==> config.mk <==
export PLATFORM = sky130hd
export DESIGN_NAME = tilt_complementary_filter
export DESIGN_NICKNAME = d
export VERILOG_FILES = /design/src/design/tcf_pkg.sv /design/src/design/tilt_complementary_filter.sv /design/src/design/tcf_ctrl.sv /design/src/design/tcf_datapath.sv
export SDC_FILE = /design/constraint.sdc
export NUM_CORES = 2
export LEC_CHECK = 0
export BUFFER_PORTS_ARGS = -buffer_cell sky130_fd_sc_hd__buf_2
export CAP_MARGIN = 0
export CELL_PAD_IN_SITES_DETAIL_PLACEMENT = 2
export CELL_PAD_IN_SITES_GLOBAL_PLACEMENT = 2
export CORE_MARGIN = 2
export CORE_UTILIZATION = 42
export DETAILED_ROUTE_END_ITERATION = 10
export GPL_TIMING_DRIVEN = 0
export PLACE_DENSITY = 0.88
export SKIP_LAST_GASP = 1
export SYNTH_ARGS = -nofsm -noshare
export SYNTH_HDL_FRONTEND = slang
export SYNTH_HIERARCHICAL = 1
export SYNTH_SLANG_ARGS = --single-unit
==> constraint.sdc <==
create_clock -name clock -period 11.95 [get_ports clock]
set_input_delay 1.195 -clock clock [delete_from_list [all_inputs] [get_ports clock]]
set_output_delay 1.195 -clock clock [all_outputs]
set_load 0.01 [all_outputs]
==> src/design/tcf_pkg.sv <==
`timescale 1ns / 1ps
// ---------------------------------------------------------------------------
// Tilt complementary filter package
// Shared types, constants, the micro-op program and the CORDIC angle table.
// ---------------------------------------------------------------------------
package tcf_pkg;

   // CORDIC configuration.
   localparam int CordicIterations = 16;
   localparam int IterWidth        = 5;

   // Program counter and register reset values.
   localparam int PcWidth = 6;
   localparam logic [19:0] SamplePeriodReset = 20'd1049;
   localparam logic [15:0] BlendWeightReset  = 16'd64225;

   // Fixed-point constants in Q0.16.
   localparam logic signed [18:0] InvSqrt2      = 19'sd46341;
   localparam logic signed [18:0] CordicInvGain = 19'sd39797;

   // Configuration register indexes.
   localparam logic [7:0] CsrSamplePeriod = 8'd0;
   localparam logic [7:0] CsrBlendWeight  = 8'd1;

   typedef enum logic [2:0] {
      ST_IDLE, ST_ISSUE, ST_ACC, ST_CORDIC, ST_DONE
   } state_type;

   typedef enum logic [1:0] {OK_MAC, OK_STORE, OK_CORDIC, OK_END} op_kind_type;

   typedef enum logic [3:0] {
      A_SUM_G, A_DIF_G, A_SUM_A, A_DIF_A, A_CX_HI, A_CX_LO, A_DT,
      A_Q0, A_Q1, A_S_HI, A_S_LO, A_QA0, A_QA1
   } asel_type;

   typedef enum logic [2:0] {
      B_ISQ2, B_GAIN, B_RATE0, B_RATE1, B_EIGHT, B_MU, B_WQ
   } bsel_type;

   typedef enum logic [1:0] {SH_0, SH_8, SH_16} shift_type;

   typedef enum logic [3:0] {
      D_NONE, D_RATE0, D_RATE1, D_XR, D_YR, D_CINIT_A, D_CINIT_B, D_CINIT_C,
      D_CINIT_D, D_H, D_QA0, D_QA1, D_S, D_TILT0, D_TILT1
   } dest_type;

   typedef struct packed {
      op_kind_type kind;
      asel_type    asel;
      bsel_type    bsel;
      shift_type   shift;
      logic        clear;
      dest_type    dest;
   } micro_op_type;

   // Commands from the controller to the datapath.
   typedef struct packed {
      logic                 load;
      logic                 mul_en;
      logic                 acc_en;
      logic                 store_en;
      logic                 cordic_en;
      micro_op_type         op;
      logic [IterWidth-1:0] iter;
   } cmd_type;

   function automatic micro_op_type mac(input asel_type a, input bsel_type b,
                                        input shift_type sh, input logic clr);
      micro_op_type m;
      m.kind  = OK_MAC;
      m.asel  = a;
      m.bsel  = b;
      m.shift = sh;
      m.clear = clr;
      m.dest  = D_NONE;
      return m;
   endfunction

   function automatic micro_op_type store(input dest_type d);
      micro_op_type m;
      m       = mac(A_SUM_G, B_ISQ2, SH_0, 1'b0);
      m.kind  = OK_STORE;
      m.dest  = d;
      return m;
   endfunction

   function automatic micro_op_type special(input op_kind_type k);
      micro_op_type m;
      m      = mac(A_SUM_G, B_ISQ2, SH_0, 1'b0);
      m.kind = k;
      return m;
   endfunction

   // Micro-op program for one sample.
   function automatic micro_op_type program_entry(input logic [PcWidth-1:0] pc);
      micro_op_type m;
      case (pc)
         6'd0:  m = mac(A_SUM_G, B_ISQ2, SH_0, 1'b1);
         6'd1:  m = store(D_RATE0);
         6'd2:  m = mac(A_DIF_G, B_ISQ2, SH_0, 1'b1);
         6'd3:  m = store(D_RATE1);
         6'd4:  m = mac(A_SUM_A, B_ISQ2, SH_0, 1'b1);
         6'd5:  m = store(D_XR);
         6'd6:  m = mac(A_DIF_A, B_ISQ2, SH_0, 1'b1);
         6'd7:  m = store(D_YR);
         6'd8:  m = store(D_CINIT_A);
         6'd9:  m = special(OK_CORDIC);
         6'd10: m = mac(A_CX_HI, B_GAIN, SH_16, 1'b1);
         6'd11: m = mac(A_CX_LO, B_GAIN, SH_0, 1'b0);
         6'd12: m = store(D_H);
         6'd13: m = store(D_CINIT_B);
         6'd14: m = special(OK_CORDIC);
         6'd15: m = store(D_QA0);
         6'd16: m = store(D_CINIT_C);
         6'd17: m = special(OK_CORDIC);
         6'd18: m = mac(A_CX_HI, B_GAIN, SH_16, 1'b1);
         6'd19: m = mac(A_CX_LO, B_GAIN, SH_0, 1'b0);
         6'd20: m = store(D_H);
         6'd21: m = store(D_CINIT_D);
         6'd22: m = special(OK_CORDIC);
         6'd23: m = store(D_QA1);
         6'd24: m = mac(A_DT, B_RATE0, SH_0, 1'b1);
         6'd25: m = mac(A_Q0, B_EIGHT, SH_16, 1'b0);
         6'd26: m = store(D_S);
         6'd27: m = mac(A_S_HI, B_MU, SH_16, 1'b1);
         6'd28: m = mac(A_S_LO, B_MU, SH_0, 1'b0);
         6'd29: m = mac(A_QA0, B_WQ, SH_8, 1'b0);
         6'd30: m = store(D_TILT0);
         6'd31: m = mac(A_DT, B_RATE1, SH_0, 1'b1);
         6'd32: m = mac(A_Q1, B_EIGHT, SH_16, 1'b0);
         6'd33: m = store(D_S);
         6'd34: m = mac(A_S_HI, B_MU, SH_16, 1'b1);
         6'd35: m = mac(A_S_LO, B_MU, SH_0, 1'b0);
         6'd36: m = mac(A_QA1, B_WQ, SH_8, 1'b0);
         6'd37: m = store(D_TILT1);
         default: m = special(OK_END);
      endcase
      return m;
   endfunction

   // atan(2^-i) in units of 2^-24 rad.
   function automatic logic signed [25:0] atan_entry(input logic [IterWidth-1:0] i);
      logic [25:0] one;
      logic signed [25:0] r;
      one = 26'd1;
      case (i)
         5'd0:    r = 26'sd13176795;
         5'd1:    r = 26'sd7778716;
         5'd2:    r = 26'sd4110060;
         5'd3:    r = 26'sd2086331;
         5'd4:    r = 26'sd1047214;
         5'd5:    r = 26'sd524117;
         5'd6:    r = 26'sd262123;
         5'd7:    r = 26'sd131069;
         default: r = signed'(one << (5'd24 - i));
      endcase
      return r;
   endfunction

endpackage

==> src/design/tilt_complementary_filter.sv <==
`timescale 1ns / 1ps
// A response follows an accepted req beat after four CORDIC passes and 18
// multiply-accumulate steps, each an issue and an accumulate state, on one multiplier.
// One sample at a time: a new req beat is taken the cycle after the rsp beat is taken.
// Reset: synchronous; clears both tilt angles and reloads the configuration defaults.
// ---------------------------------------------------------------------------
// Tilt complementary filter
// Accelerometer tilt by CORDIC blended with integrated gyro rates.
// ---------------------------------------------------------------------------
module tilt_complementary_filter (
   input  logic               clock,
   input  logic               reset,
   input  logic               req_valid,
   output logic               req_ready,
   input  logic signed [15:0] req_accel_x,
   input  logic signed [15:0] req_accel_y,
   input  logic signed [15:0] req_accel_z,
   input  logic signed [15:0] req_gyro_x,
   input  logic signed [15:0] req_gyro_y,
   input  logic signed [15:0] req_gyro_z,
   output logic               rsp_valid,
   input  logic               rsp_ready,
   output logic signed [15:0] rsp_tilt_first,
   output logic signed [15:0] rsp_tilt_second,
   output logic signed [15:0] rsp_rate_first,
   output logic signed [15:0] rsp_rate_second,
   output logic signed [15:0] rsp_rate_yaw,
   output logic               rsp_accel_invalid,
   input  logic               csr_valid,
   output logic               csr_ready,
   input  logic [7:0]         csr_index,
   input  logic [19:0]        csr_wdata
);

   tcf_pkg::cmd_type cmd;

   // Configuration writes are always taken.
   assign csr_ready = 1'b1;

   tcf_ctrl u_ctrl (
      .clock     (clock),
      .reset     (reset),
      .req_valid (req_valid),
      .req_ready (req_ready),
      .rsp_valid (rsp_valid),
      .rsp_ready (rsp_ready),
      .cmd       (cmd)
   );

   tcf_datapath u_datapath (
      .clock             (clock),
      .reset             (reset),
      .cmd               (cmd),
      .csr_valid         (csr_valid),
      .csr_index         (csr_index),
      .csr_wdata         (csr_wdata),
      .req_accel_x       (req_accel_x),
      .req_accel_y       (req_accel_y),
      .req_accel_z       (req_accel_z),
      .req_gyro_x        (req_gyro_x),
      .req_gyro_y        (req_gyro_y),
      .req_gyro_z        (req_gyro_z),
      .rsp_tilt_first    (rsp_tilt_first),
      .rsp_tilt_second   (rsp_tilt_second),
      .rsp_rate_first    (rsp_rate_first),
      .rsp_rate_second   (rsp_rate_second),
      .rsp_rate_yaw      (rsp_rate_yaw),
      .rsp_accel_invalid (rsp_accel_invalid)
   );

endmodule

==> src/design/tcf_ctrl.sv <==
`timescale 1ns / 1ps
// ---------------------------------------------------------------------------
// Tilt filter controller
// Steps through the micro-op program and drives the datapath commands.
// ---------------------------------------------------------------------------
module tcf_ctrl (
   input  logic             clock,
   input  logic             reset,
   input  logic             req_valid,
   output logic             req_ready,
   output logic             rsp_valid,
   input  logic             rsp_ready,
   output tcf_pkg::cmd_type cmd
);

   tcf_pkg::state_type                   state_ff, state_in;
   logic [tcf_pkg::PcWidth-1:0]          pc_ff, pc_in;
   logic [tcf_pkg::IterWidth-1:0]        iter_ff, iter_in;
   tcf_pkg::micro_op_type                op;
   logic                                 last_iter;

   assign op        = tcf_pkg::program_entry(pc_ff);
   assign last_iter = (iter_ff == tcf_pkg::IterWidth'(tcf_pkg::CordicIterations - 1));

   // Next state, program counter and iteration counter.
   always_comb begin
      state_in = state_ff;
      pc_in    = pc_ff;
      iter_in  = iter_ff;
      case (state_ff)
         tcf_pkg::ST_IDLE: begin
            pc_in = '0;
            if (req_valid) begin
               state_in = tcf_pkg::ST_ISSUE;
            end
         end
         tcf_pkg::ST_ISSUE: begin
            iter_in = '0;
            case (op.kind)
               tcf_pkg::OK_MAC:    state_in = tcf_pkg::ST_ACC;
               tcf_pkg::OK_STORE:  pc_in = pc_ff + 1'b1;
               tcf_pkg::OK_CORDIC: state_in = tcf_pkg::ST_CORDIC;
               default:            state_in = tcf_pkg::ST_DONE;
            endcase
         end
         tcf_pkg::ST_ACC: begin
            pc_in    = pc_ff + 1'b1;
            state_in = tcf_pkg::ST_ISSUE;
         end
         tcf_pkg::ST_CORDIC: begin
            iter_in = iter_ff + 1'b1;
            if (last_iter) begin
               pc_in    = pc_ff + 1'b1;
               state_in = tcf_pkg::ST_ISSUE;
            end
         end
         tcf_pkg::ST_DONE: begin
            if (rsp_ready) begin
               state_in = tcf_pkg::ST_IDLE;
            end
         end
         default: state_in = tcf_pkg::ST_IDLE;
      endcase
   end

   // Commands and handshake outputs.
   always_comb begin
      req_ready     = (state_ff == tcf_pkg::ST_IDLE);
      rsp_valid     = (state_ff == tcf_pkg::ST_DONE);
      cmd.load      = (state_ff == tcf_pkg::ST_IDLE) && req_valid;
      cmd.mul_en    = (state_ff == tcf_pkg::ST_ISSUE) && (op.kind == tcf_pkg::OK_MAC);
      cmd.store_en  = (state_ff == tcf_pkg::ST_ISSUE) && (op.kind == tcf_pkg::OK_STORE);
      cmd.acc_en    = (state_ff == tcf_pkg::ST_ACC);
      cmd.cordic_en = (state_ff == tcf_pkg::ST_CORDIC);
      cmd.op        = op;
      cmd.iter      = iter_ff;
   end

   always_ff @(posedge clock) begin
      if (reset) begin
         state_ff <= tcf_pkg::ST_IDLE;
         pc_ff    <= '0;
         iter_ff  <= '0;
      end else begin
         state_ff <= state_in;
         pc_ff    <= pc_in;
         iter_ff  <= iter_in;
      end
   end

endmodule

==> src/design/tcf_datapath.sv <==
`timescale 1ns / 1ps
// ---------------------------------------------------------------------------
// Tilt filter datapath
// Shared multiply-accumulate unit, CORDIC vectoring unit, and result registers.
// ---------------------------------------------------------------------------
module tcf_datapath (
   input  logic               clock,
   input  logic               reset,
   input  tcf_pkg::cmd_type   cmd,
   input  logic               csr_valid,
   input  logic [7:0]         csr_index,
   input  logic [19:0]        csr_wdata,
   input  logic signed [15:0] req_accel_x,
   input  logic signed [15:0] req_accel_y,
   input  logic signed [15:0] req_accel_z,
   input  logic signed [15:0] req_gyro_x,
   input  logic signed [15:0] req_gyro_y,
   input  logic signed [15:0] req_gyro_z,
   output logic signed [15:0] rsp_tilt_first,
   output logic signed [15:0] rsp_tilt_second,
   output logic signed [15:0] rsp_rate_first,
   output logic signed [15:0] rsp_rate_second,
   output logic signed [15:0] rsp_rate_yaw,
   output logic               rsp_accel_invalid
);

   function automatic logic signed [15:0] sat16(input logic signed [59:0] v);
      logic signed [15:0] r;
      if (v > 60'sd32767) begin
         r = 16'sh7fff;
      end else if (v < -60'sd32768) begin
         r = 16'sh8000;
      end else begin
         r = v[15:0];
      end
      return r;
   endfunction

   // Configuration registers.
   logic [19:0] dt_ff;
   logic [15:0] mu_ff;

   // Sample beat registers.
   logic signed [15:0] ax_ff, ay_ff, gx_ff, gy_ff, gz_ff;
   logic [32:0]        za_ff;
   logic               invalid_ff;

   // Intermediate results.
   logic signed [16:0] rate0_ff, rate1_ff;
   logic signed [33:0] xr_ff, yr_ff, h_ff;
   logic signed [26:0] qa0_ff, qa1_ff;
   logic signed [37:0] s_ff;
   logic signed [15:0] q0_ff, q1_ff;

   // Multiply-accumulate unit.
   logic signed [26:0] a_mux;
   logic signed [18:0] b_mux;
   logic signed [45:0] prod_ff, prod_in;
   logic signed [59:0] acc_ff, acc_in, acc_base, prod_shift;
   logic signed [59:0] rnd16, rnd35;

   // CORDIC registers.
   logic signed [39:0] cx_ff, cy_ff, dx, dy;
   logic signed [26:0] cz_ff, atan_val;

   logic [16:0] az_abs;

   assign az_abs = req_accel_z[15] ? 17'(-{1'b1, req_accel_z}) : {1'b0, req_accel_z};

   // Configuration writes.
   always_ff @(posedge clock) begin
      if (reset) begin
         dt_ff <= tcf_pkg::SamplePeriodReset;
         mu_ff <= tcf_pkg::BlendWeightReset;
      end else if (csr_valid) begin
         case (csr_index)
            tcf_pkg::CsrSamplePeriod: dt_ff <= csr_wdata;
            tcf_pkg::CsrBlendWeight:  mu_ff <= csr_wdata[15:0];
            default: ;
         endcase
      end
   end

   // Capture the input beat.
   always_ff @(posedge clock) begin
      if (cmd.load) begin
         ax_ff      <= req_accel_x;
         ay_ff      <= req_accel_y;
         gx_ff      <= req_gyro_x;
         gy_ff      <= req_gyro_y;
         gz_ff      <= req_gyro_z;
         za_ff      <= {az_abs, 16'b0};
         invalid_ff <= (req_accel_x == 16'sd0) && (req_accel_y == 16'sd0) &&
                       (req_accel_z == 16'sd0);
      end
   end

   // Operand selection.
   always_comb begin
      case (cmd.op.asel)
         tcf_pkg::A_SUM_G: a_mux = 27'(gx_ff) + 27'(gy_ff);
         tcf_pkg::A_DIF_G: a_mux = 27'(gy_ff) - 27'(gx_ff);
         tcf_pkg::A_SUM_A: a_mux = 27'(ax_ff) + 27'(ay_ff);
         tcf_pkg::A_DIF_A: a_mux = 27'(ay_ff) - 27'(ax_ff);
         tcf_pkg::A_CX_HI: a_mux = 27'(cx_ff >>> 16);
         tcf_pkg::A_CX_LO: a_mux = signed'({11'b0, cx_ff[15:0]});
         tcf_pkg::A_DT:    a_mux = signed'({7'b0, dt_ff});
         tcf_pkg::A_Q0:    a_mux = 27'(q0_ff);
         tcf_pkg::A_Q1:    a_mux = 27'(q1_ff);
         tcf_pkg::A_S_HI:  a_mux = 27'(s_ff >>> 16);
         tcf_pkg::A_S_LO:  a_mux = signed'({11'b0, s_ff[15:0]});
         tcf_pkg::A_QA0:   a_mux = qa0_ff;
         tcf_pkg::A_QA1:   a_mux = qa1_ff;
         default:          a_mux = '0;
      endcase
   end

   // With no usable accelerometer the blend keeps the gyro update alone.
   always_comb begin
      case (cmd.op.bsel)
         tcf_pkg::B_ISQ2:  b_mux = tcf_pkg::InvSqrt2;
         tcf_pkg::B_GAIN:  b_mux = tcf_pkg::CordicInvGain;
         tcf_pkg::B_RATE0: b_mux = 19'(rate0_ff);
         tcf_pkg::B_RATE1: b_mux = 19'(rate1_ff);
         tcf_pkg::B_EIGHT: b_mux = 19'sd8;
         tcf_pkg::B_MU:    b_mux = invalid_ff ? 19'sd65536 : signed'({3'b0, mu_ff});
         tcf_pkg::B_WQ:    b_mux = invalid_ff ? 19'sd0 :
                                   19'sd65536 - signed'({3'b0, mu_ff});
         default:          b_mux = '0;
      endcase
   end

   assign prod_in  = 46'(a_mux) * 46'(b_mux);
   assign acc_base = cmd.op.clear ? 60'sd0 : acc_ff;

   always_comb begin
      case (cmd.op.shift)
         tcf_pkg::SH_8:  prod_shift = 60'(prod_ff) <<< 8;
         tcf_pkg::SH_16: prod_shift = 60'(prod_ff) <<< 16;
         default:        prod_shift = 60'(prod_ff);
      endcase
   end

   assign acc_in = acc_base + prod_shift;
   assign rnd16  = (acc_ff + 60'sd32768) >>> 16;
   assign rnd35  = (acc_ff + (60'sd1 <<< 34)) >>> 35;

   always_ff @(posedge clock) begin
      if (cmd.mul_en) begin
         prod_ff <= prod_in;
      end
      if (cmd.acc_en) begin
         acc_ff <= acc_in;
      end
   end

   // Result stores from the accumulator.
   always_ff @(posedge clock) begin
      if (reset) begin
         q0_ff <= '0;
         q1_ff <= '0;
      end else if (cmd.store_en) begin
         case (cmd.op.dest)
            tcf_pkg::D_TILT0: q0_ff <= sat16(rnd35);
            tcf_pkg::D_TILT1: q1_ff <= sat16(rnd35);
            default: ;
         endcase
      end
   end

   always_ff @(posedge clock) begin
      if (cmd.store_en) begin
         case (cmd.op.dest)
            tcf_pkg::D_RATE0: rate0_ff <= rnd16[16:0];
            tcf_pkg::D_RATE1: rate1_ff <= rnd16[16:0];
            tcf_pkg::D_XR:    xr_ff    <= acc_ff[33:0];
            tcf_pkg::D_YR:    yr_ff    <= acc_ff[33:0];
            tcf_pkg::D_H:     h_ff     <= rnd16[33:0];
            tcf_pkg::D_QA0:   qa0_ff   <= cz_ff;
            tcf_pkg::D_QA1:   qa1_ff   <= -cz_ff;
            tcf_pkg::D_S:     s_ff     <= acc_ff[37:0];
            default: ;
         endcase
      end
   end

   // CORDIC vectoring step: rotate toward the positive x axis.
   assign dx       = cy_ff >>> cmd.iter;
   assign dy       = cx_ff >>> cmd.iter;
   assign atan_val = 27'(tcf_pkg::atan_entry(cmd.iter));

   always_ff @(posedge clock) begin
      if (cmd.store_en) begin
         case (cmd.op.dest)
            tcf_pkg::D_CINIT_A: begin
               cx_ff <= signed'({7'b0, za_ff});
               cy_ff <= 40'(xr_ff);
               cz_ff <= '0;
            end
            tcf_pkg::D_CINIT_B: begin
               cx_ff <= 40'(h_ff);
               cy_ff <= 40'(yr_ff);
               cz_ff <= '0;
            end
            tcf_pkg::D_CINIT_C: begin
               cx_ff <= signed'({7'b0, za_ff});
               cy_ff <= 40'(yr_ff);
               cz_ff <= '0;
            end
            tcf_pkg::D_CINIT_D: begin
               cx_ff <= 40'(h_ff);
               cy_ff <= 40'(xr_ff);
               cz_ff <= '0;
            end
            default: ;
         endcase
      end else if (cmd.cordic_en) begin
         if (!cy_ff[39]) begin
            cx_ff <= cx_ff + dx;
            cy_ff <= cy_ff - dy;
            cz_ff <= cz_ff + atan_val;
         end else begin
            cx_ff <= cx_ff - dx;
            cy_ff <= cy_ff + dy;
            cz_ff <= cz_ff - atan_val;
         end
      end
   end

   // Result beat.
   assign rsp_tilt_first    = q0_ff;
   assign rsp_tilt_second   = q1_ff;
   assign rsp_rate_first    = sat16(60'(rate0_ff));
   assign rsp_rate_second   = sat16(60'(rate1_ff));
   assign rsp_rate_yaw      = gz_ff;
   assign rsp_accel_invalid = invalid_ff;

endmodule
==> results.md <==
* Status: finished, violations left
* Violated checks: capacitance limit, slew limit
* Antenna viol nets, final at 0
* Area grow syn2layout at 10.8%
* TritonCTS buffer count at 80
* Commonest non-fill, non-tap cell in the layout: inv_1
* Core box area at 158000 um2
* CTS tree: done
* Area of the multi-input gates at 44500 um2
* DR pass1 iterations at 6
* Critical Path Max Stage Delay at 0.77 ns
* Clock H-tree levels at 3
* Clk_skew at 0.0589 ns
* Post-Syn Nets at 8169
* Worst-path fanout max at 10
* GPL Wtd Cong at 1.05
* Tcrit/Tclk final at 99.6%
* Die width at 403 um
* Final Cell Area at 74100 um2
* Post-Synth XOR/XNOR Area at 4.69%
* GRT Util Overall at 48.9%
* Fin Setup TNS at 0 ns
* #FFs+latches synth at 637
* Synthesized area at 66900 um2
* First DRT Iteration DRCs at 8004
* Die Ht at 403 um
* Syn_area_per_cell at 9.36 um2
* Clk sink count at 637
* Distinct cells, synth at 122
* Largest net degree at the start of global routing at 66
* Min-Delay Path Class: reg2reg
* Core Rows at 146
* Crit path top cell by count: fa_1
* Total vias in the final route at 67.2k
* Relative slew slack at -15.5%
* Final net count at 8503
* HPWL Detailed at 315000 um
* Worst Setup Path Type: reg2reg
* Final routed DRC violation total at 0
* Number of cells after detailed placement at 9464
* Wire per inst at 42.0 um
* CP endpoint kind: flop
* # IOs at 213
* Synth Area in Compound Gates at 16.4%
* Layout cells sized above 1 at 9.42%
* Post-synth EDFFs at 539
* Initial Util at 42.3%
* Non-filler instance count after layout at 9637
* Final wirelength at 404000 um
* Clock Tree Root: clkbuf_16
* Final slew viol count at 30
* Cells after Synth at 7148
* Max-Cap Viols at 3
* Final hold violation count at 0
* Clock buffer depth at 3
* Final global-route overflow total at 0
* Main synth FF type: edfxtp_1
* Sequential share of the synthesized area at 27.1%
* Min cycle time layout at 11.90 ns
* Cts hold-fix bufs at 0
* Buf/Inv on CP at 7
* Worst-path clk slew at 0.07 ns
* Most frequent cells in the layout: inv_1 (719), nand2_1 (647), nor2_1 (633)
* DP Area at 71100 um2
* Vias in the first global route at 72.3k
* Reg area at 18200 um2
* Worst Setup Start Kind: flop
* Worst Tran Pin Value at 1.73 ns
* Fraction of the mapped netlist area in simple logic gates at 15.6%
* Final hold slack at 0.508 ns
* Yosys warnings at 6
* Vias per inst at 6.98
* Initial antenna violation count at 41
* Required time of the critical path at 12.37 ns
* Worst skew pair latency at 0.74 ns
* Die area at 162000 um2
* Largest delay contributor family on the critical path: adder cells
* Crit-path slowest cell: fa_1
* Mux share of post-synthesis cell area at 7.09%
* PortBufs at 211
* Fraction of registers with async set/reset at 0%
* First-pass GRT wire length at 565000 um
* Fillers at 16.8k
* Fmax at 84.1 MHz
* Final setup violation count at 0
* Arrival @ worst endpoint at 12.32 ns
* Largest family of logic cells by synthesized area: adder cells
* Synth Area in Adders at 22.5%
[cell families (layout without fill, tap and decap cells)]
| group | after synthesis | after routing |
|---|---|---|
| multiplexers | 330 | 330 |
| AO/OA/AOI/OAI | 1627 | 1627 |
| AND/OR/NAND/NOR | 2203 | 2203 |
| flip-flops | 637 | 637 |
| XOR/XNOR | 356 | 356 |
| adder cells (fa/ha/maj) | 893 | 893 |
| buffers and inverters | 1100 | 1501 |
| other | 2 | 18 |
[synthesized netlist by cell type (113+ instances only)]
library cell	count	area, um2
mux2i_1	173	1730
a31oi_1	117	732
a21oi_1	384	1920
a21o_1	113	848
nor2_1	640	2400
clkbuf_1	270	1010
xor2_1	123	1080
inv_1	719	2700
o21ai_0	286	1430
nand2_1	647	2430
ha_1	378	4730
fa_1	514	10300
nand3_1	156	781
xnor2_1	231	2020
nor2b_1	126	788
edfxtp_1	539	16200
and2_1	129	807
nor3_1	140	701
[final timing paths]
path / startpoint / to / slack (ns) / cells after the start
setup / recovery: u_datapath/gx_ff[2] / u_datapath/prod_ff[36] / 0.05 / 36
setup reg to reg: u_datapath/gx_ff[2] / u_datapath/prod_ff[36] / 0.05 / 36
hold / removal: u_datapath/acc_ff[6] / u_datapath/yr_ff[6] / 0.51 / 0
hold reg to reg: u_datapath/acc_ff[6] / u_datapath/yr_ff[6] / 0.51 / 0
[flip-flops by register name, indices dropped and copies added, names as in the netlist, 17 cells and up]
name,cells
u_datapath/acc_ff,60
u_datapath/prod_ff,46
u_datapath/cx_ff,40
u_datapath/cy_ff,40
u_datapath/s_ff,38
u_datapath/h_ff,34
u_datapath/xr_ff,34
u_datapath/yr_ff,34
u_datapath/cz_ff,27
u_datapath/qa0_ff,27
u_datapath/qa1_ff,27
u_datapath/dt_ff,20
u_datapath/rate0_ff,17
u_datapath/rate1_ff,17
u_datapath/za_ff,17
[through the flow]
step	util, %	setup WS, ns
6_report	46.8	0.0535
5_1_grt	46.8	-0.00204
4_1_cts	46.7	0.0227
3_5_place_dp	44.9	-1.15
3_3_place_gp	44.6	-0.786
2_1_floorplan	-	1.91
[cell type report]
type,instances,area share (%)
multi-input cells,5411,60.1
flip-flops and latches,637,24.5
inverters,728,3.69
well taps,2072,3.50
clock buffers,97,2.88
plain buffers,372,2.34
repair buffers,252,2.04
clock inverters,52,0.883
diodes,16,0.0540
[per-layer routing]
layer | routed length [um] | global-route usage [%]
met1 | 142000 | 56.4
met2 | 178000 | 75.2
met3 | 41300 | 13.5
met4 | 42700 | 42.2
met5 | 110 | 0.0595
[what timing repair did]
action	CTS	global route
resized for setup	11	24
endpoints found under the setup margin	19	16
pin swaps	1	1
buffers inserted	2	2
Power is left out: the tool's default activity adds up to more than one toggle a clock period on the data nets, which glitch-free logic cannot reach.
